### config.mk
export PLATFORM = sky130hd
export DESIGN_NAME = kbe_ram
export DESIGN_NICKNAME = d
export VERILOG_FILES = /design/src/rtl/kuznyechik_block_encrypt_top_defines.svh /design/src/rtl/kbe_ram.sv
export SDC_FILE = /design/constraint.sdc
export NUM_CORES = 1
export LEC_CHECK = 0
export ABC_AREA = 0
export BUFFER_PORTS_ARGS = -buffer_cell sky130_fd_sc_hd__buf_2
export CORE_ASPECT_RATIO = 0.5
export CORE_UTILIZATION = 40
export DETAILED_ROUTE_END_ITERATION = 8
export SYNTH_ARGS = -nofsm -noshare
export SYNTH_HDL_FRONTEND = slang
export SYNTH_SLANG_ARGS = --single-unit
### constraint.sdc
create_clock -name clk_i -period 9.63 [get_ports clk_i]
set_clock_uncertainty 0.15 [all_clocks]
set_input_delay 1.4445 -clock clk_i [delete_from_list [all_inputs] [get_ports clk_i]]
set_output_delay 1.4445 -clock clk_i [all_outputs]
set_load 0.01 [all_outputs]
### src/rtl/kuznyechik_block_encrypt_top_defines.svh
// Assertion helpers for the top-level RTL file.
`ifndef KUZNYECHIK_BLOCK_ENCRYPT_TOP_DEFINES_SVH
`define KUZNYECHIK_BLOCK_ENCRYPT_TOP_DEFINES_SVH

// Check that an implication holds on every clock edge outside reset.
`define KBE_ASSERT_IMPL(lbl, ante, cons) \
  lbl: assert property (@(posedge clk_i) disable iff (!rst_ni) (ante) |-> (cons)) \
    else $error("implication failed");

// Check that the consequent holds in the cycle after the antecedent.
`define KBE_ASSERT_NEXT(lbl, ante, cons) \
  lbl: assert property (@(posedge clk_i) disable iff (!rst_ni) (ante) |=> (cons)) \
    else $error("next-cycle check failed");

`endif

### src/rtl/kbe_ram.sv
module kbe_ram #(
  parameter int unsigned Width = 64,
  parameter int unsigned Depth = 20
) (
  input  logic                     clk_i,
  input  logic                     we_i,
  input  logic [$clog2(Depth)-1:0] waddr_i,
  input  logic [Width-1:0]         wdata_i,
  input  logic [$clog2(Depth)-1:0] raddr_i,
  output logic [Width-1:0]         rdata_o
);

  logic [Width-1:0] mem_q [Depth];

  always_ff @(posedge clk_i) begin
    if (we_i) mem_q[waddr_i] <= wdata_i;
    rdata_o <= mem_q[raddr_i];
  end

endmodule

==> flow_summary_export.csv, run 1 <==
group,metric,value,unit
worst_setup_path,cp_max_fo,40,
worst_setup_path,worstSetupEndpointType,"flop",
floorplan,start_util,40.6,%
sta,setup_viol,0,
global_routing,grt_pass1_vias,25000,
clock_tree,post-cts-setup-buffers,0,
sta,fmax,266,MHz
global_routing,antenna_found_initial,12,
sta,fin_tns_setup,0,ps
sta,rsz0062_at_grt,"false",
clock_tree,ctsRootBufferMaster,"clkbuf_16",
floorplan,die_w,504,µm
hold_path,hp-class,"flop to flop",
floorplan,die_h,253,µm
placement,gp_congestion,0.742,
clock_tree,numClockSinks,1344,
sta,slew_violations,0,
logic_synthesis,synth_edf_count,1280,
placement,port_buffers,139,
sta,fin_crit_sh,39.0,%
worst_setup_path,cp-start-kind,"primary input",
logic_synthesis,yosys_warnings,0,
detailed_routing,firstDrtPassIters,5,
logic_synthesis,yosys.area.top_type,"edfxtp_1",
logic_synthesis,synth.net_count,2758,
logic_synthesis,avgSynthCellArea,18.8,µm²
logic_synthesis,synth_top_area_share,76.2,%
floorplan,rows,91,
floorplan,ios,140,
detailed_routing,avgRoutedWirePerCell,25.0,µm
worst_setup_path,slowest_delay,910,ps
placement,dp_hpwl,57.9,mm
logic_synthesis,synth.distinct_cells,32,
detailed_routing,ant_nets,0,
clock_tree,path_clk_slew,60,ps
layout,layout-drive-gt1-share,17.4,%
logic_synthesis,synthCells,2682,
detailed_routing,met3_length,6.31,mm
logic_synthesis,ys.flop_type,"edfxtp_1",
worst_setup_path,crit_family,"simple AND/OR/NAND/NOR gates",
sta,maxSlewHeadroom,22.1,%
clock_tree,cts_made_buffers,121,
detailed_routing,vias,24900,
detailed_routing,drt_wl_total,116,mm
sta,tightest_slew,1170,ps
detailed_routing,top_layer_used,"met5",
global_routing,globalRouteTotalUtil,18.0,%
clock_tree,clk_latency,730,ps
layout,fillCellCount,10500,
layout,layout_common_cells,"1280 x edfxtp_1, 458 x mux2i_1, 137 x buf_2",
logic_synthesis,synth_area_leaders,"edfxtp_1 76%, mux2i_1 9.1%, mux4_2 2.9%",
power_and_ir_drop,p_per_area,207,nW/µm²
floorplan,core_area,124000,µm²
global_routing,grt_pass1_wl,168,mm
floorplan,die_area,128000,µm²
detailed_routing,viasPerCell,5.39,
power_and_ir_drop,totalPowerFinal,11800,µW
clock_tree,cts_tree,"done",
layout,synthToLayoutAreaGrowth,12.9,%
job,max_cap_viol_count,0,
sta,period_minus_slack,3750,ps
power_and_ir_drop,p_leak,0.0192,µW
worst_setup_path,worstPathRequired,9820,ps
worst_setup_path,worst-setup-path-type,"primary input to flop",
worst_setup_path,crit_chain,"buf_2, or3b_2, nor2_4, buf_4",
clock_tree,cts_resized,0,
layout,final_common_cell,"edfxtp_1",
logic_synthesis,syn-cell-area,50400,µm²
worst_setup_path,cp_slowest_cell,"nor2_4",
global_routing,grt-ovfl-total,0,
clock_tree,cts_max_level,3,
detailed_routing,wl_met1,51.4,mm
power_and_ir_drop,vdd_drop_max,0.154,mV
worst_setup_path,worst_ep_arrival_time,3950,ps
logic_synthesis,yosysSeqAreaShare,78.7,%
sta,hold_viol,0,
logic_synthesis,ys_async_sr_fraction,0,%
clock_tree,hold_buffers,0,
layout,nNetsFinal,2917,
detailed_routing,drc,0,
detailed_routing,wl_met2,55.9,mm
clock_tree,cts_max_path_buffers,3,
detailed_routing,drtIter0Drc,2413,
run_status,outcome,"completed",
global_routing,grt_max_degree,128,
logic_synthesis,synth_seq_cells,1344,
worst_setup_path,cp_num_buf_inv,2,
synthesized netlist by cell type, types with 3 or more instances:
cell and n:
a21oi_1 64, a2111oi_2 4, nand3_1 119, a2111oi_0 6, a22oi_1 64, nand3b_1 4, a211oi_1 54, buf_6 4
edfxtp_1 1280, nor2b_1 3, clkbuf_1 55, clkbuf_2 3, nand2_1 130, buf_2 25, mux4_2 64, o22ai_1 64
nor3_1 11, buf_1 11, dfxtp_1 64, mux2i_1 458, buf_4 45, mux2_2 54, nor2_1 85, or3b_2 3
power breakdown:
group | leakage [µW] | internal [µW] | total, µW | switching, µW
clock | 0.00190 | 2610 | 4690 | 2090
sequential | 0.0121 | 6490 | 6530 | 32.3
combinational | 0.00520 | 189 | 551 | 362
total | 0.0192 | 9290 | 11800 | 2480
worst min-delay path, cell delays in order (launching register included):
cell	delay, ps
edfxtp_1	320
mux2i_1	60
nand2_1	60
nand3_1	60
nand3_1	60
final timing paths:
check | from | to | slack, ps | depth (start not counted)
worst min register to register | mem_q[2][8] | rdata_o[8] | 430 | 4
worst max-delay path | waddr_i[4] | mem_q[10][16] | 5880 | 4
worst max register to register | mem_q[7][49] | rdata_o[49] | 7770 | 3
worst min-delay path | mem_q[2][8] | rdata_o[8] | 430 | 4
stage by stage:
step / hold slack, ps / setup WS [ps] / util [%] / instance area (µm²) / cells
4_1_cts: 432 / 5920 / 45.9 / 56900 / 4622
5_1_grt: 481 / 5860 / 45.9 / 56900 / 4622
6_report: 430 / 5880 / 45.9 / 56900 / 4624
3_3_place_gp: 418 / 5060 / 42.7 / 53000 / 4392
3_5_place_dp: 418 / 5130 / 42.7 / 53000 / 4392
2_1_floorplan: 387 / 4320 / - / 50400 / 2682
cell families after synthesis:
logic type	after synthesis	synth area share, %
simple gates	363	3.16
mux	576	13.2
compound gates	256	3.41
buf+inv	143	1.53
flops	1344	78.7
sequential cells by signal (all words and copies together) (netlist names):
signal / flops
mem_q: 1280
rdata_o: 64
area by class of cell:
| cell class | count | area, µm² | area share (%) |
|---|---|---|---|
| timing repair buffer | 179 | 1060 | 1.86 |
| antenna | 2 | 5.00 | 0.00879 |
| sequential | 1344 | 39700 | 69.8 |
| clock inverter | 64 | 502 | 0.881 |
| multi-input combinational | 1195 | 10200 | 17.9 |
| tap | 1674 | 2090 | 3.68 |
| clock buffer | 166 | 3370 | 5.92 |
metal layers:
metal | vias up | GRT usage, %
li1 | 11000 | -
met1 | 13100 | 24.9
met2 | 665 | 29.7
met3 | 150 | 3.05
met4 | 10 | 4.01
met5 | - | 0
Power figures use the tool's default switching activity.
==> run 2: changes to the inputs <==
==> constraint.sdc (replaced) <==
create_clock -name clk_i -period 3.25 [get_ports clk_i]
set_clock_uncertainty 0.15 [all_clocks]
set_input_delay 0.4875 -clock clk_i [delete_from_list [all_inputs] [get_ports clk_i]]
set_output_delay 0.4875 -clock clk_i [all_outputs]
set_load 0.01 [all_outputs]
==> flow_summary_export.csv, run 2 (synthesized netlist as in run 1, its figures left out) <==
group,metric,value,unit
run_status,outcome,"completed",
worst_setup_path,cp-startpoint,"rdata_o[40]",
detailed_routing,viasPerCell,5.35,
worst_setup_path,cp_max_fo,1,
clock_tree,cts_tree,"done",
sta,setup_viol,0,
layout,fillCellCount,10400,
sta,tightest_slew,718,ps
worst_setup_path,crit_family,"flip-flops",
detailed_routing,drt_wl_total,118,mm
placement,gp_congestion,0.745,
layout,synthToLayoutAreaGrowth,15.7,%
detailed_routing,drtIter0Drc,2136,
power_and_ir_drop,p_leak,0.0198,µW
placement,dp_hpwl,61.8,mm
clock_tree,numClockSinks,1344,
layout,reg.largest.list,"mem_q: 1280 flops, rdata_o: 64 flops",
worst_setup_path,cp-start-kind,"flop",
sta,hold_ws,36.6,ps
sta,fin_crit_sh,60.2,%
placement,place_inst,4445,
global_routing,grt_max_degree,69,
worst_setup_path,crit_chain,"buf_2",
layout,diodes,0,
worst_setup_path,cp_num_buf_inv,1,
clock_tree,path_clk_slew,60,ps
worst_setup_path,worstSetupEndpointType,"output port",
clock_tree,cts_made_buffers,121,
worst_setup_path,worst_ep_arrival_time,1320,ps
detailed_routing,firstDrtPassIters,5,
worst_setup_path,slowest_delay,430,ps
power_and_ir_drop,p_per_area,604,nW/µm²
floorplan,ios,140,
worst_setup_path,reg2reg_from,"mem_q[7][48]",
sta,slew_violations,0,
floorplan,die_w,504,µm
detailed_routing,vias,25200,
sta,maxSlewHeadroom,52.0,%
global_routing,grt-ovfl-total,0,
sta,hold_viol,0,
clock_tree,clk_latency,730,ps
layout,layout_common_cells,"1280 x edfxtp_1, 458 x mux2i_1, 137 x buf_2",
global_routing,grt_pass1_wl,172,mm
detailed_routing,ant_nets,0,
job,max_cap_viol_count,0,
global_routing,grt_pass1_vias,25400,
layout,fin_util,47.0,%
floorplan,die_area,128000,µm²
floorplan,start_util,40.6,%
floorplan,core_area,124000,µm²
floorplan,die_h,253,µm
clock_tree,hold_buffers,38,
detailed_routing,drc,0,
clock_tree,cts_max_path_buffers,3,
floorplan,rows,91,
global_routing,antenna_found_initial,2,
layout,final_common_cell,"edfxtp_1",
hold_path,hp-class,"primary input to flop",
clock_tree,cts_resized,0,
sta,rsz0062_at_grt,"false",
layout,nNetsFinal,3008,
clock_tree,post-cts-setup-buffers,0,
sta,period_minus_slack,1960,ps
worst_setup_path,worstPathRequired,2610,ps
clock_tree,cts_max_level,3,
sta,fmax,511,MHz
hold_path,hp-start,"wdata_i[19]",
worst_setup_path,worst-setup-path-type,"flop to output port",
layout,largest_reg_flops,1280,
worst_setup_path,cp_slowest_cell,"dfxtp_1",
layout,layout-drive-gt1-share,18.4,%
detailed_routing,avgRoutedWirePerCell,25.0,µm
global_routing,globalRouteTotalUtil,18.4,%
placement,port_buffers,139,
power_and_ir_drop,vdd_drop_max,0.425,mV
layout,regMostFlops,"mem_q",
layout,final_cells,4711,
clock_tree,ctsRootBufferMaster,"clkbuf_16",
## run 2: cell count changes in the layout (fill, tap and decap cells not counted), moves of 2 or more
cell and delta:
buf_12 +48, dlygate4sd3_1 +38, clkinv_2 -10, bufinv_16 +5, clkbuf_1 +5, buf_4 +4
clkbuf_16 -3, clkinv_8 +3, clkinvlp_4 -2, diode_2 -2
## run 2: per-stage QoR
stage | setup slack [ps] | power, µW | cell area, µm² | setup TNS, ps
after floorplan | -1000 | 20600 | 50500 | -489020
after global placement | 664 | 21400 | 54000 | 0
after detailed placement | 673 | 21400 | 54000 | 0
after CTS | 1250 | 35500 | 58400 | 0
after global routing | 1250 | 36300 | 58400 | 0
final | 1290 | 35300 | 58400 | 0
## run 2: final timing paths
check,to,slack [ps],cells past startpoint
max reg2reg,rdata_o[48],1590,3
min,mem_q[5][19],40,1
max,rdata_o[40],1290,1
min reg2reg,rdata_o[49],450,4
## run 2: area by class of cell
type	instances	area (µm²)	area share, %
flip-flops and latches	1344	39700	68.1
repair buffers	270	2440	4.18
clock buffers	169	3330	5.70
clock inverters	59	606	1.04
well taps	1674	2090	3.59
multi-input cells	1195	10200	17.4
## run 2: where the power goes
part	internal (µW)	total, µW	leakage [µW]	switching [µW]
clock network	8000	14200	0.00192	6170
logic	639	1740	0.00579	1100
registers	19200	19300	0.0121	99.4
## run 2: worst register-to-register path, delay by kind of cell (launching register included)
family	cells	cell delay (ps)
flops	1	350
mux	1	460
compound gates	1	480
simple gates	1	90
## run 2: routing by layer
metal	wire, µm	vias to the layer above	track usage [%]	part of all wire [%]
met2	57200	627	30.6	48
met4	2250	0	4.01	1.9
li1	-	11200	-	-
met1	53200	13200	25.6	45
met3	5390	148	2.72	4.6
met5	0	-	0	0
