**src/rtl/kuznyechik_block_encrypt_top_defines.svh**
```systemverilog
// Assertion helpers for the top-level RTL file.
`ifndef KUZNYECHIK_BLOCK_ENCRYPT_TOP_DEFINES_SVH
`define KUZNYECHIK_BLOCK_ENCRYPT_TOP_DEFINES_SVH

// Check that an implication holds on every clock edge outside reset.
`define KBE_ASSERT_IMPL(lbl, ante, cons) \
  lbl: assert property (@(posedge clk_i) disable iff (!rst_ni) (ante) |-> (cons)) \
    else $error("implication failed");

// Check that the consequent holds in the cycle after the antecedent.
`define KBE_ASSERT_NEXT(lbl, ante, cons) \
  lbl: assert property (@(posedge clk_i) disable iff (!rst_ni) (ante) |=> (cons)) \
    else $error("next-cycle check failed");

`endif

```
**src/rtl/kbe_pkg.sv**
```systemverilog
package kbe_pkg;

  localparam int unsigned RoundCount = 10;
  localparam int unsigned NumBytes   = 16;
  localparam int unsigned LinSteps   = 16;
  localparam int unsigned ConstCount = 32;

  typedef logic [127:0] blk_t;
  typedef logic [7:0]   byte_t;
  typedef logic [3:0]   rnd_idx_t;
  typedef logic [4:0]   cnst_idx_t;
  typedef logic [1:0]   reg_idx_t;

  localparam reg_idx_t RegKey0 = 2'd0;
  localparam reg_idx_t RegKey1 = 2'd1;
  localparam reg_idx_t RegKey2 = 2'd2;
  localparam reg_idx_t RegKey3 = 2'd3;

  typedef enum logic [1:0] {
    StIdle,
    StExpand,
    StCrypt,
    StOut
  } state_e;

  // Shared datapath mode for the chain of byte cells.
  typedef struct packed {
    logic load;
    logic step;
  } lin_ctrl_t;

  function automatic byte_t pi_sbox(input byte_t a);
    byte_t r;
    case (a)
      8'h00: r = 8'hFC; 8'h01: r = 8'hEE; 8'h02: r = 8'hDD; 8'h03: r = 8'h11;
      8'h04: r = 8'hCF; 8'h05: r = 8'h6E; 8'h06: r = 8'h31; 8'h07: r = 8'h16;
      8'h08: r = 8'hFB; 8'h09: r = 8'hC4; 8'h0A: r = 8'hFA; 8'h0B: r = 8'hDA;
      8'h0C: r = 8'h23; 8'h0D: r = 8'hC5; 8'h0E: r = 8'h04; 8'h0F: r = 8'h4D;
      8'h10: r = 8'hE9; 8'h11: r = 8'h77; 8'h12: r = 8'hF0; 8'h13: r = 8'hDB;
      8'h14: r = 8'h93; 8'h15: r = 8'h2E; 8'h16: r = 8'h99; 8'h17: r = 8'hBA;
      8'h18: r = 8'h17; 8'h19: r = 8'h36; 8'h1A: r = 8'hF1; 8'h1B: r = 8'hBB;
      8'h1C: r = 8'h14; 8'h1D: r = 8'hCD; 8'h1E: r = 8'h5F; 8'h1F: r = 8'hC1;
      8'h20: r = 8'hF9; 8'h21: r = 8'h18; 8'h22: r = 8'h65; 8'h23: r = 8'h5A;
      8'h24: r = 8'hE2; 8'h25: r = 8'h5C; 8'h26: r = 8'hEF; 8'h27: r = 8'h21;
      8'h28: r = 8'h81; 8'h29: r = 8'h1C; 8'h2A: r = 8'h3C; 8'h2B: r = 8'h42;
      8'h2C: r = 8'h8B; 8'h2D: r = 8'h01; 8'h2E: r = 8'h8E; 8'h2F: r = 8'h4F;
      8'h30: r = 8'h05; 8'h31: r = 8'h84; 8'h32: r = 8'h02; 8'h33: r = 8'hAE;
      8'h34: r = 8'hE3; 8'h35: r = 8'h6A; 8'h36: r = 8'h8F; 8'h37: r = 8'hA0;
      8'h38: r = 8'h06; 8'h39: r = 8'h0B; 8'h3A: r = 8'hED; 8'h3B: r = 8'h98;
      8'h3C: r = 8'h7F; 8'h3D: r = 8'hD4; 8'h3E: r = 8'hD3; 8'h3F: r = 8'h1F;
      8'h40: r = 8'hEB; 8'h41: r = 8'h34; 8'h42: r = 8'h2C; 8'h43: r = 8'h51;
      8'h44: r = 8'hEA; 8'h45: r = 8'hC8; 8'h46: r = 8'h48; 8'h47: r = 8'hAB;
      8'h48: r = 8'hF2; 8'h49: r = 8'h2A; 8'h4A: r = 8'h68; 8'h4B: r = 8'hA2;
      8'h4C: r = 8'hFD; 8'h4D: r = 8'h3A; 8'h4E: r = 8'hCE; 8'h4F: r = 8'hCC;
      8'h50: r = 8'hB5; 8'h51: r = 8'h70; 8'h52: r = 8'h0E; 8'h53: r = 8'h56;
      8'h54: r = 8'h08; 8'h55: r = 8'h0C; 8'h56: r = 8'h76; 8'h57: r = 8'h12;
      8'h58: r = 8'hBF; 8'h59: r = 8'h72; 8'h5A: r = 8'h13; 8'h5B: r = 8'h47;
      8'h5C: r = 8'h9C; 8'h5D: r = 8'hB7; 8'h5E: r = 8'h5D; 8'h5F: r = 8'h87;
      8'h60: r = 8'h15; 8'h61: r = 8'hA1; 8'h62: r = 8'h96; 8'h63: r = 8'h29;
      8'h64: r = 8'h10; 8'h65: r = 8'h7B; 8'h66: r = 8'h9A; 8'h67: r = 8'hC7;
      8'h68: r = 8'hF3; 8'h69: r = 8'h91; 8'h6A: r = 8'h78; 8'h6B: r = 8'h6F;
      8'h6C: r = 8'h9D; 8'h6D: r = 8'h9E; 8'h6E: r = 8'hB2; 8'h6F: r = 8'hB1;
      8'h70: r = 8'h32; 8'h71: r = 8'h75; 8'h72: r = 8'h19; 8'h73: r = 8'h3D;
      8'h74: r = 8'hFF; 8'h75: r = 8'h35; 8'h76: r = 8'h8A; 8'h77: r = 8'h7E;
      8'h78: r = 8'h6D; 8'h79: r = 8'h54; 8'h7A: r = 8'hC6; 8'h7B: r = 8'h80;
      8'h7C: r = 8'hC3; 8'h7D: r = 8'hBD; 8'h7E: r = 8'h0D; 8'h7F: r = 8'h57;
      8'h80: r = 8'hDF; 8'h81: r = 8'hF5; 8'h82: r = 8'h24; 8'h83: r = 8'hA9;
      8'h84: r = 8'h3E; 8'h85: r = 8'hA8; 8'h86: r = 8'h43; 8'h87: r = 8'hC9;
      8'h88: r = 8'hD7; 8'h89: r = 8'h79; 8'h8A: r = 8'hD6; 8'h8B: r = 8'hF6;
      8'h8C: r = 8'h7C; 8'h8D: r = 8'h22; 8'h8E: r = 8'hB9; 8'h8F: r = 8'h03;
      8'h90: r = 8'hE0; 8'h91: r = 8'h0F; 8'h92: r = 8'hEC; 8'h93: r = 8'hDE;
      8'h94: r = 8'h7A; 8'h95: r = 8'h94; 8'h96: r = 8'hB0; 8'h97: r = 8'hBC;
      8'h98: r = 8'hDC; 8'h99: r = 8'hE8; 8'h9A: r = 8'h28; 8'h9B: r = 8'h50;
      8'h9C: r = 8'h4E; 8'h9D: r = 8'h33; 8'h9E: r = 8'h0A; 8'h9F: r = 8'h4A;
      8'hA0: r = 8'hA7; 8'hA1: r = 8'h97; 8'hA2: r = 8'h60; 8'hA3: r = 8'h73;
      8'hA4: r = 8'h1E; 8'hA5: r = 8'h00; 8'hA6: r = 8'h62; 8'hA7: r = 8'h44;
      8'hA8: r = 8'h1A; 8'hA9: r = 8'hB8; 8'hAA: r = 8'h38; 8'hAB: r = 8'h82;
      8'hAC: r = 8'h64; 8'hAD: r = 8'h9F; 8'hAE: r = 8'h26; 8'hAF: r = 8'h41;
      8'hB0: r = 8'hAD; 8'hB1: r = 8'h45; 8'hB2: r = 8'h46; 8'hB3: r = 8'h92;
      8'hB4: r = 8'h27; 8'hB5: r = 8'h5E; 8'hB6: r = 8'h55; 8'hB7: r = 8'h2F;
      8'hB8: r = 8'h8C; 8'hB9: r = 8'hA3; 8'hBA: r = 8'hA5; 8'hBB: r = 8'h7D;
      8'hBC: r = 8'h69; 8'hBD: r = 8'hD5; 8'hBE: r = 8'h95; 8'hBF: r = 8'h3B;
      8'hC0: r = 8'h07; 8'hC1: r = 8'h58; 8'hC2: r = 8'hB3; 8'hC3: r = 8'h40;
      8'hC4: r = 8'h86; 8'hC5: r = 8'hAC; 8'hC6: r = 8'h1D; 8'hC7: r = 8'hF7;
      8'hC8: r = 8'h30; 8'hC9: r = 8'h37; 8'hCA: r = 8'h6B; 8'hCB: r = 8'hE4;
      8'hCC: r = 8'h88; 8'hCD: r = 8'hD9; 8'hCE: r = 8'hE7; 8'hCF: r = 8'h89;
      8'hD0: r = 8'hE1; 8'hD1: r = 8'h1B; 8'hD2: r = 8'h83; 8'hD3: r = 8'h49;
      8'hD4: r = 8'h4C; 8'hD5: r = 8'h3F; 8'hD6: r = 8'hF8; 8'hD7: r = 8'hFE;
      8'hD8: r = 8'h8D; 8'hD9: r = 8'h53; 8'hDA: r = 8'hAA; 8'hDB: r = 8'h90;
      8'hDC: r = 8'hCA; 8'hDD: r = 8'hD8; 8'hDE: r = 8'h85; 8'hDF: r = 8'h61;
      8'hE0: r = 8'h20; 8'hE1: r = 8'h71; 8'hE2: r = 8'h67; 8'hE3: r = 8'hA4;
      8'hE4: r = 8'h2D; 8'hE5: r = 8'h2B; 8'hE6: r = 8'h09; 8'hE7: r = 8'h5B;
      8'hE8: r = 8'hCB; 8'hE9: r = 8'h9B; 8'hEA: r = 8'h25; 8'hEB: r = 8'hD0;
      8'hEC: r = 8'hBE; 8'hED: r = 8'hE5; 8'hEE: r = 8'h6C; 8'hEF: r = 8'h52;
      8'hF0: r = 8'h59; 8'hF1: r = 8'hA6; 8'hF2: r = 8'h74; 8'hF3: r = 8'hD2;
      8'hF4: r = 8'hE6; 8'hF5: r = 8'hF4; 8'hF6: r = 8'hB4; 8'hF7: r = 8'hC0;
      8'hF8: r = 8'hD1; 8'hF9: r = 8'h66; 8'hFA: r = 8'hAF; 8'hFB: r = 8'hC2;
      8'hFC: r = 8'h39; 8'hFD: r = 8'h4B; 8'hFE: r = 8'h63; 8'hFF: r = 8'hB6;
      default: r = 8'h00;
    endcase
    return r;
  endfunction

  function automatic byte_t lin_coef(input logic [3:0] k);
    byte_t r;
    case (k)
      4'd0:  r = 8'd1;   4'd1:  r = 8'd148; 4'd2:  r = 8'd32;  4'd3:  r = 8'd133;
      4'd4:  r = 8'd16;  4'd5:  r = 8'd194; 4'd6:  r = 8'd192; 4'd7:  r = 8'd1;
      4'd8:  r = 8'd251; 4'd9:  r = 8'd1;   4'd10: r = 8'd192; 4'd11: r = 8'd194;
      4'd12: r = 8'd16;  4'd13: r = 8'd133; 4'd14: r = 8'd32;  4'd15: r = 8'd148;
      default: r = 8'd0;
    endcase
    return r;
  endfunction

  // GF(2^8) multiply, modulus 0x1C3.
  function automatic byte_t gf_mul(input byte_t a, input byte_t b);
    logic [7:0] acc;
    logic [7:0] x;
    acc = 8'h00;
    x   = a;
    for (int n = 0; n < 8; n++) begin
      if (b[n]) acc = acc ^ x;
      x = x[7] ? ((x << 1) ^ 8'hC3) : (x << 1);
    end
    return acc;
  endfunction

endpackage

```
**src/rtl/kbe_cell.sv**
```systemverilog
// One byte cell of the L shift chain: holds a byte, forwards it to the
// lower neighbor and adds its weighted share to the feedback term.
module kbe_cell (
  input  logic              clk_i,
  input  kbe_pkg::lin_ctrl_t ctrl_i,
  input  logic [3:0]        pos_i,
  input  kbe_pkg::byte_t    load_i,
  input  kbe_pkg::byte_t    shift_i,
  output kbe_pkg::byte_t    byte_o,
  output kbe_pkg::byte_t    term_o
);

  kbe_pkg::byte_t byte_q;

  always_ff @(posedge clk_i) begin
    if (ctrl_i.load) begin
      byte_q <= load_i;
    end else if (ctrl_i.step) begin
      byte_q <= shift_i;
    end
  end

  assign byte_o = byte_q;
  assign term_o = kbe_pkg::gf_mul(byte_q, kbe_pkg::lin_coef(pos_i));

endmodule

```
**src/rtl/kbe_chain.sv**
```systemverilog
// Sixteen byte cells in a row: one LFSR step of L per cycle while step is asserted.
module kbe_chain (
  input  logic               clk_i,
  input  kbe_pkg::lin_ctrl_t ctrl_i,
  input  kbe_pkg::blk_t      load_i,
  output kbe_pkg::blk_t      value_o
);

  kbe_pkg::byte_t cur [kbe_pkg::NumBytes];
  kbe_pkg::byte_t term [kbe_pkg::NumBytes];
  kbe_pkg::byte_t nxt [kbe_pkg::NumBytes];
  kbe_pkg::byte_t fb;

  always_comb begin
    fb = 8'h00;
    for (int k = 0; k < kbe_pkg::NumBytes; k++) fb = fb ^ term[k];
  end

  for (genvar k = 0; k < kbe_pkg::NumBytes; k++) begin : g_cell
    if (k == kbe_pkg::NumBytes - 1) begin : g_top
      assign nxt[k] = fb;
    end else begin : g_mid
      assign nxt[k] = cur[k+1];
    end
    kbe_cell u_cell (
      .clk_i  (clk_i),
      .ctrl_i (ctrl_i),
      .pos_i  (4'(k)),
      .load_i (load_i[8*k +: 8]),
      .shift_i(nxt[k]),
      .byte_o (cur[k]),
      .term_o (term[k])
    );
    assign value_o[8*k +: 8] = cur[k];
  end

endmodule

```
**config.mk**
```make
export PLATFORM = sky130hd
export DESIGN_NAME = kbe_chain
export DESIGN_NICKNAME = d
export VERILOG_FILES = /design/src/rtl/kuznyechik_block_encrypt_top_defines.svh /design/src/rtl/kbe_pkg.sv /design/src/rtl/kbe_cell.sv /design/src/rtl/kbe_chain.sv
export SDC_FILE = /design/constraint.sdc
export NUM_CORES = 1
export LEC_CHECK = 0
export BUFFER_PORTS_ARGS = -buffer_cell sky130_fd_sc_hd__buf_2
export CORE_MARGIN = 2
export CORE_UTILIZATION = 50
export CTS_CLUSTER_DIAMETER = 80
export DETAILED_ROUTE_END_ITERATION = 16
export PLACE_DENSITY = 0.79
export SLEW_MARGIN = 5
export SYNTH_ARGS = -nofsm -noshare
export SYNTH_HDL_FRONTEND = slang
export SYNTH_SLANG_ARGS = --single-unit
```
**constraint.sdc**
```tcl
create_clock -name clk_i -period 5.8 [get_ports clk_i]
set_input_delay 0.29 -clock clk_i [delete_from_list [all_inputs] [get_ports clk_i]]
set_output_delay 0.29 -clock clk_i [all_outputs]
set_load 0.05 [all_outputs]
```
==> summary.md, run 1 <==
| Metric | Value |
|---|---|
| Endpoint class of the critical path | flip-flop |
| Crit path buffers/inverters | 0 |
| Fillers | 1,184 |
| CP max FO | 3 |
| WP data arrival | 3.02 ns |
| Synth unique cells | 15 |
| Total Routing Usage GR | 0.281 |
| Worst skew pair latency | ~0.42 ns |
| Hold Crit Class | input port to flip-flop |
| Max stage delay cell, worst path | xnor3_1 |
| DIE WIDTH | 128 um |
| Antenna violations before repair | 1 |
| Final setup fails | 0 |
| Dpl hpwl | 17,600 um |
| IO Pins | between 200 and 300 |
| Flop pwr share | 0.234 |
| Setup CP Type | flip-flop to flip-flop |
| Die footprint | 16,300 um2 |
| Cell mode on critical path | xnor3_1 |
| Vias per cell | 5.36 |
| Tot Pwr | 6.28 mW |
| Cell Int Power | 3.80 mW |
| Largest net degree at the start of global routing | 85 |
| Overflow after GRT | 0 |
| Clock transition at path regs | 0.05 ns |
| DRT Pass-1 Iters | 4 |
| Clock Power Share | 0.153 |
| Post-CTS setup buffer count | 0 |
| Setup TNS | 0 ns |
| Nets | 892 |
| Worst R2R Path Depth | 7 |
| Dpl cells | 930 |
| Synth Cell Area | 7650 um2 |
| Final Hold Fails | 0 |
| DR iter-0 viols | 342 |
| Routed WL | 22,900 um |
| Synth warn | 0 |
| Routed Antenna Nets | 0 |
| Num Clock Sinks | roughly 130 |
| Worst Hold Path Cells | 2 |
| Delay-heaviest family, CP | XOR/XNOR gates |
| Status | completed |
| CTS tree | built |
| Final Max Tran Viols | 0 |
| Non-filler instance count after layout | 959 |
| NetSw | ~2.5 mW |
| Max_cap viols | 0 |
| Hold-fix buffers, CTS | 0 |
| CTS resizes | 0 |
| RSZ-0062 raised after global routing | false |
| Flop-to-flop setup slack | approximately 2.9 ns |
| Max transition margin | 0.215 |
| Fin crit share | 0.499 |
| Comb pwr share | 0.613 |
| Vias in the first global route | 5,319 |
| DRC viols | 0 |
| Row count | 45 |
| Tmin final | 2.89 ns |
| Fmax | 346 MHz |
| Core ar. | 15,100 um2 |
| Syn-to-layout area delta | 26.0% |
| Commonest non-fill, non-tap cell in the layout | buf_2 |
| Mean Syn Cell Area | ~15 um2 |
| Via count | 5,143 |
| Sw Ratio | 0.395 |
| Slowest cell delay on critical path | 0.52 ns |
| Total CTS buffers | 17 |
| CTS root buf | clkbuf_16 |
| Mapped Nets | approximately 630 |
| Register area share after synthesis | 0.503 |
| CP cell instances | xnor3_1 > xor2_1 > xnor3_1 > xnor2_1 > xnor3_1 > xnor2_1 > o21ai_1 |
| Synth Register Bits | 128 |
| Count of input and output buffers | 258 |
| Levels on crit path | 7 |
| Area after DPL | 9130 um2 |
| Startpoint Class | flip-flop |
| Die height | 128 um |
| Slew @ Worst Pin | 1.18 ns |
| Pwr Density | 652 nW/um2 |
| Max reg flops | 128 |
| Post-Syn Instances | 500 |
| Fin area | between 9000 and 10,000 um2 |
| CTS H-tree lvls | 4 |
| DR WL/cell | 23.8 um |
| Maximum VDD drop | ~0.48 mV |
| Leakage | 3.97 nW |
| GPL Wtd Cong | 0.848 |
| Most frequent cells in the layout | buf_2 (257), xnor2_1 (160), edfxtp_1 (128) |
| Clock tree buffer depth | 2 |
| Clock Skew | 0.00449 ns |
| Effective utilization at floorplan | 0.507 |
| Inserted Diodes | 0 |
| Crit path required time | 5.93 ns |
| Share of layout cells above drive strength 1 | 0.537 |
| First-pass GRT wire length | about 33,000 um |
-- final cells by class --
cell class	instances	area, um2	share of cell area
Tap cell	188	235	0.0244
Clock buffer	20	437	0.0453
Multi-Input combinational cell	354	3730	0.388
Clock inverter	9	71.3	0.00740
Sequential cell	128	3840	0.399
Timing Repair Buffer	260	1310	0.136
-- layer usage --
| metal | part of all wire | GRT usage | wire length [um] | up-vias |
|---|---|---|---|---|
| met2 | 0.49 | 0.456 | 11100 | 261 |
| met3 | 0.086 | 0.0722 | 1960 | 29 |
| met1 | 0.41 | 0.371 | 9320 | 2538 |
| li1 | - | - | - | 2315 |
| met5 | 0 | 0 | 0 | - |
| met4 | 0.020 | 0.0924 | 467 | 0 |
-- power by group through the flow --
stage          Clock [mW]  Sequential [mW]  Combinational [mW]
6_report            0.961             1.47                3.85
5_1_grt              1.00             1.49                4.05
4_1_cts             0.969             1.47                3.86
3_5_place_dp            0             1.49                3.83
3_3_place_gp            0             1.48                3.87
2_1_floorplan           0             1.88                2.67
-- worst reg2reg max path, cell delays in order, from the launching register on --
cell and delay (ns):
edfxtp_1 0.50, xnor3_1 0.52, xor2_1 0.33, xnor3_1 0.50
xnor2_1 0.25, xnor3_1 0.29, xnor2_1 0.14, o21ai_1 0.07
-- stage by stage --
step                utilization  hold WS [ns]  worst slack (ns)
detailed placement        0.605         0.595              2.92
global route              0.638         0.163              2.78
finish                    0.638         0.168              2.91
CTS                       0.638         0.157              2.92
floorplan                     -         0.481              2.55
global placement          0.605         0.590              2.88
-- worst paths after layout --
kind                                                 start                          end
worst max-delay path            g_cell[1].u_cell.byte_o[3]  g_cell[15].u_cell.byte_o[1]
worst min-delay path                            load_i[98]  g_cell[12].u_cell.byte_o[2]
worst max register to register  g_cell[1].u_cell.byte_o[3]  g_cell[15].u_cell.byte_o[1]
worst min register to register  g_cell[7].u_cell.byte_o[1]   g_cell[6].u_cell.byte_o[1]
-- kinds of logic after synthesis --
group / count (synthesis) / share of synthesized area
AO/OA/AOI/OAI: 5 / 0.00327
multiplexers: 123 / 0.181
buffers and inverters: 18 / 0.00949
XOR/XNOR: 220 / 0.300
flip-flops: 128 / 0.503
AND/OR/NAND/NOR: 6 / 0.00327
-- synth_stat cells (all sizes together) --
| cell | n | share of area |
|---|---|---|
| mux2 | 123 | 0.18 |
| o21ai | 5 | 0.0033 |
| edfxtp | 128 | 0.50 |
| clkbuf | 16 | 0.0079 |
| xnor3 | 24 | 0.071 |
| xor3 | 1 | 0.0031 |
| nand2 | 5 | 0.0025 |
| xor2 | 32 | 0.037 |
| buf | 2 | 0.0016 |
| xnor2 | 163 | 0.19 |
| or2 | 1 | 0.00082 |
Power figures use the tool's default switching activity.
==> run 2, diff against run 1 <==
--- a/config.mk
+++ b/config.mk
@@ -7,10 +7,10 @@
 export LEC_CHECK = 0
 export BUFFER_PORTS_ARGS = -buffer_cell sky130_fd_sc_hd__buf_2
 export CORE_MARGIN = 2
-export CORE_UTILIZATION = 50
+export CORE_UTILIZATION = 46
 export CTS_CLUSTER_DIAMETER = 80
 export DETAILED_ROUTE_END_ITERATION = 16
-export PLACE_DENSITY = 0.79
+export PLACE_DENSITY = 0.77
 export SLEW_MARGIN = 5
 export SYNTH_ARGS = -nofsm -noshare
 export SYNTH_HDL_FRONTEND = slang
==> constraint.sdc (replaced) <==
create_clock -name clk_i -period 2.4 [get_ports clk_i]
set_input_delay 0.12 -clock clk_i [delete_from_list [all_inputs] [get_ports clk_i]]
set_output_delay 0.12 -clock clk_i [all_outputs]
set_load 0.05 [all_outputs]
==> run 2 against run 1 <==
Sequential power is 130% higher. Largest cell class is now multi-input gates. Final area grew 19%. Worst hold slack lost 0.15 ns. The run now ends with setup timing left. Worst setup slack got worse by 3.0 ns. Register-to-register slack worse by 3.0 ns. Critical endpoint is now g_cell[15].u_cell.byte_o[6].
==> summary.md, run 2 (same netlist as run 1, synthesis figures left out) <==
| Metric | Value |
|---|---|
| Max_cap viols | 0 (unchanged) |
| Fmax | 394 MHz (+14%) |
| Fillers | 1,161 (-1.9%) |
| Status | complete, but fails checks |
| Maximum VDD drop | 1.05 mV (+120%) |
| RSZ-0062 raised after global routing | true |
| Via count | 5,692 (+11%) |
| Routed Antenna Nets | 0 (unchanged) |
| Most frequent cells in the layout | buf_2 (257), buf_4 (160), edfxtp_1 (128) |
| Clock Skew | 0.00868 ns (+0.00419 ns) |
| Nets | 1,076 (+21%) |
| Antenna violations before repair | 0 (-1) |
| Hold Crit Class | input port to flip-flop |
| Setup CP Type | flip-flop to flip-flop |
| Total Routing Usage GR | 0.280 (about the same) |
| Tmin final | 2.54 ns (-0.353 ns) |
| DRC viols | 0 (unchanged) |
| Die height | 133 um (+4.1%) |
| Clock transition at path regs | 0.06 ns (about the same) |
| Syn-to-layout area delta | 50.0% |
| DR iter-0 viols | 364 (+6.4%) |
| Fin crit share | 1.06 (+0.559) |
| Overflow after GRT | 0 (unchanged) |
| First-pass GRT wire length | 36,200 um (+11%) |
| Clock tree buffer depth | 2 (unchanged) |
| Vias in the first global route | 6,220 (+17%) |
| Fin area | 11,500 um2 (+19%) |
| Crit path required time | 2.56 ns (-3.37 ns) |
| Area after DPL | 10,400 um2 (+14%) |
| Final setup fails | 6 (+6) |
| DR WL/cell | 20.6 um (-13%) |
| Count of input and output buffers | 258 (unchanged) |
| Commonest non-fill, non-tap cell in the layout | buf_2 |
| Max reg flops | 128 (unchanged) |
| CTS H-tree lvls | 4 (unchanged) |
| Failing checks | setup timing |
| Vias per cell | 4.84 (-9.8%) |
| Leakage | 5.04 nW (+27%) |
| Num Clock Sinks | 128 (unchanged) |
| Non-filler instance count after layout | 1,177 (+23%) |
| Effective utilization at floorplan | 0.466 (-0.0407) |
| Min Hold Slack | 0.0162 ns (-0.152 ns) |
| Final Hold Fails | 0 (unchanged) |
| Core ar. | 16,400 um2 (+8.7%) |
| Dpl cells | 1,115 (+20%) |
| Final Max Tran Viols | 0 (unchanged) |
| Row count | 47 (+4.4%) |
| Routed WL | 24,300 um (+6.2%) |
| Endpoint class of the critical path | flip-flop |
| IO Pins | 259 (unchanged) |
| Dpl hpwl | 18,900 um (+7.3%) |
| WP data arrival | 2.70 ns (-0.32 ns) |
| CTS root buf | clkbuf_16 |
| Worst skew pair latency | 0.41 ns (about the same) |
| Largest net degree at the start of global routing | 134 (+58%) |
| Max transition margin | 0.529 (+0.314) |
| DIE WIDTH | 133 um (+4.1%) |
| Pwr Density | 1500 nW/um2 (+130%) |
| Post-route setup slack | -0.139 ns (-3.05 ns) |
| Total CTS buffers | 17 (unchanged) |
| Startpoint Class | flip-flop |
| Slew @ Worst Pin | 0.706 ns (-0.472 ns) |
| Share of layout cells above drive strength 1 | 0.649 (+0.112) |
| CTS tree | built |
| GPL Wtd Cong | 0.879 (+3.7%) |
| Die footprint | 17,700 um2 (+8.4%) |
| DRT Pass-1 Iters | 4 (unchanged) |
| CP max FO | 2 (-1) |
run 2: final cells by class:
type / instances / area [um2] / area share
clock buffers: 20 / 437 / 0.0381
repair buffers: 444 / 2780 / 0.243
diodes: 1 / 2.50 / 0.000218
well taps: 220 / 275 / 0.0240
flip-flops and latches: 128 / 3840 / 0.335
multi-input cells: 354 / 4080 / 0.356
clock inverters: 10 / 48.8 / 0.00425
run 2: worst max-delay path, cell delays in order (launching register included):
cell	delay, ns
edfxtp_1	0.43
xor2_2	0.29
xnor2_1	0.19
xnor3_2	0.41
xnor2_2	0.21
xnor3_1	0.36
xor2_1	0.15
mux2_2	0.26
run 2: per-layer routing:
metal,wire length [um],track usage,vias up
li1,-,-,2683
met1,10100,0.361,2768
met2,12300,0.487,225
met3,1630,0.0575,16
met4,225,0.0687,0
met5,0,0,-
run 2: power by group:
group,leakage (nW),switching (mW),total (mW),internal (mW)
registers,1.31,0.355,3.42,3.06
logic,3.50,5.22,11.6,6.35
clock network,0.233,0.919,2.20,1.28
run 2: what timing repair did:
item | in CTS | in global routing
pin swaps | 20 | 6
hold endpoints to repair | 20 | 0
buffers inserted | 10 | 1
setup endpoints to repair | 6 | 8
resized for setup | 21 | 18
hold buffers | 20 | 0
cloned | 0 | 0
run 2: stage by stage:
step | total power [mW] | utilization | setup WS [ns] | TNS [ns]
after floorplan | 11.2 | - | -0.328 | -0.939
after global placement | 14.2 | 0.636 | -0.231 | -0.762
after detailed placement | 14.2 | 0.636 | -0.202 | -0.724
after CTS | 16.9 | 0.692 | -0.141 | -0.429
after global routing | 18.0 | 0.699 | -0.260 | -0.982
final | 17.2 | 0.699 | -0.139 | -0.427
run 2: path summary, 6_finish.rpt:
path | startpoint | depth (start not counted) | slack, ns | endpoint
max | g_cell[14].u_cell.byte_o[4] | 7 | -0.14 | g_cell[15].u_cell.byte_o[6]
min | load_i[98] | 2 | 0.02 | g_cell[12].u_cell.byte_o[2]
max reg2reg | g_cell[14].u_cell.byte_o[4] | 7 | -0.14 | g_cell[15].u_cell.byte_o[6]
min reg2reg | g_cell[10].u_cell.byte_o[1] | 1 | 0.64 | g_cell[9].u_cell.byte_o[1]
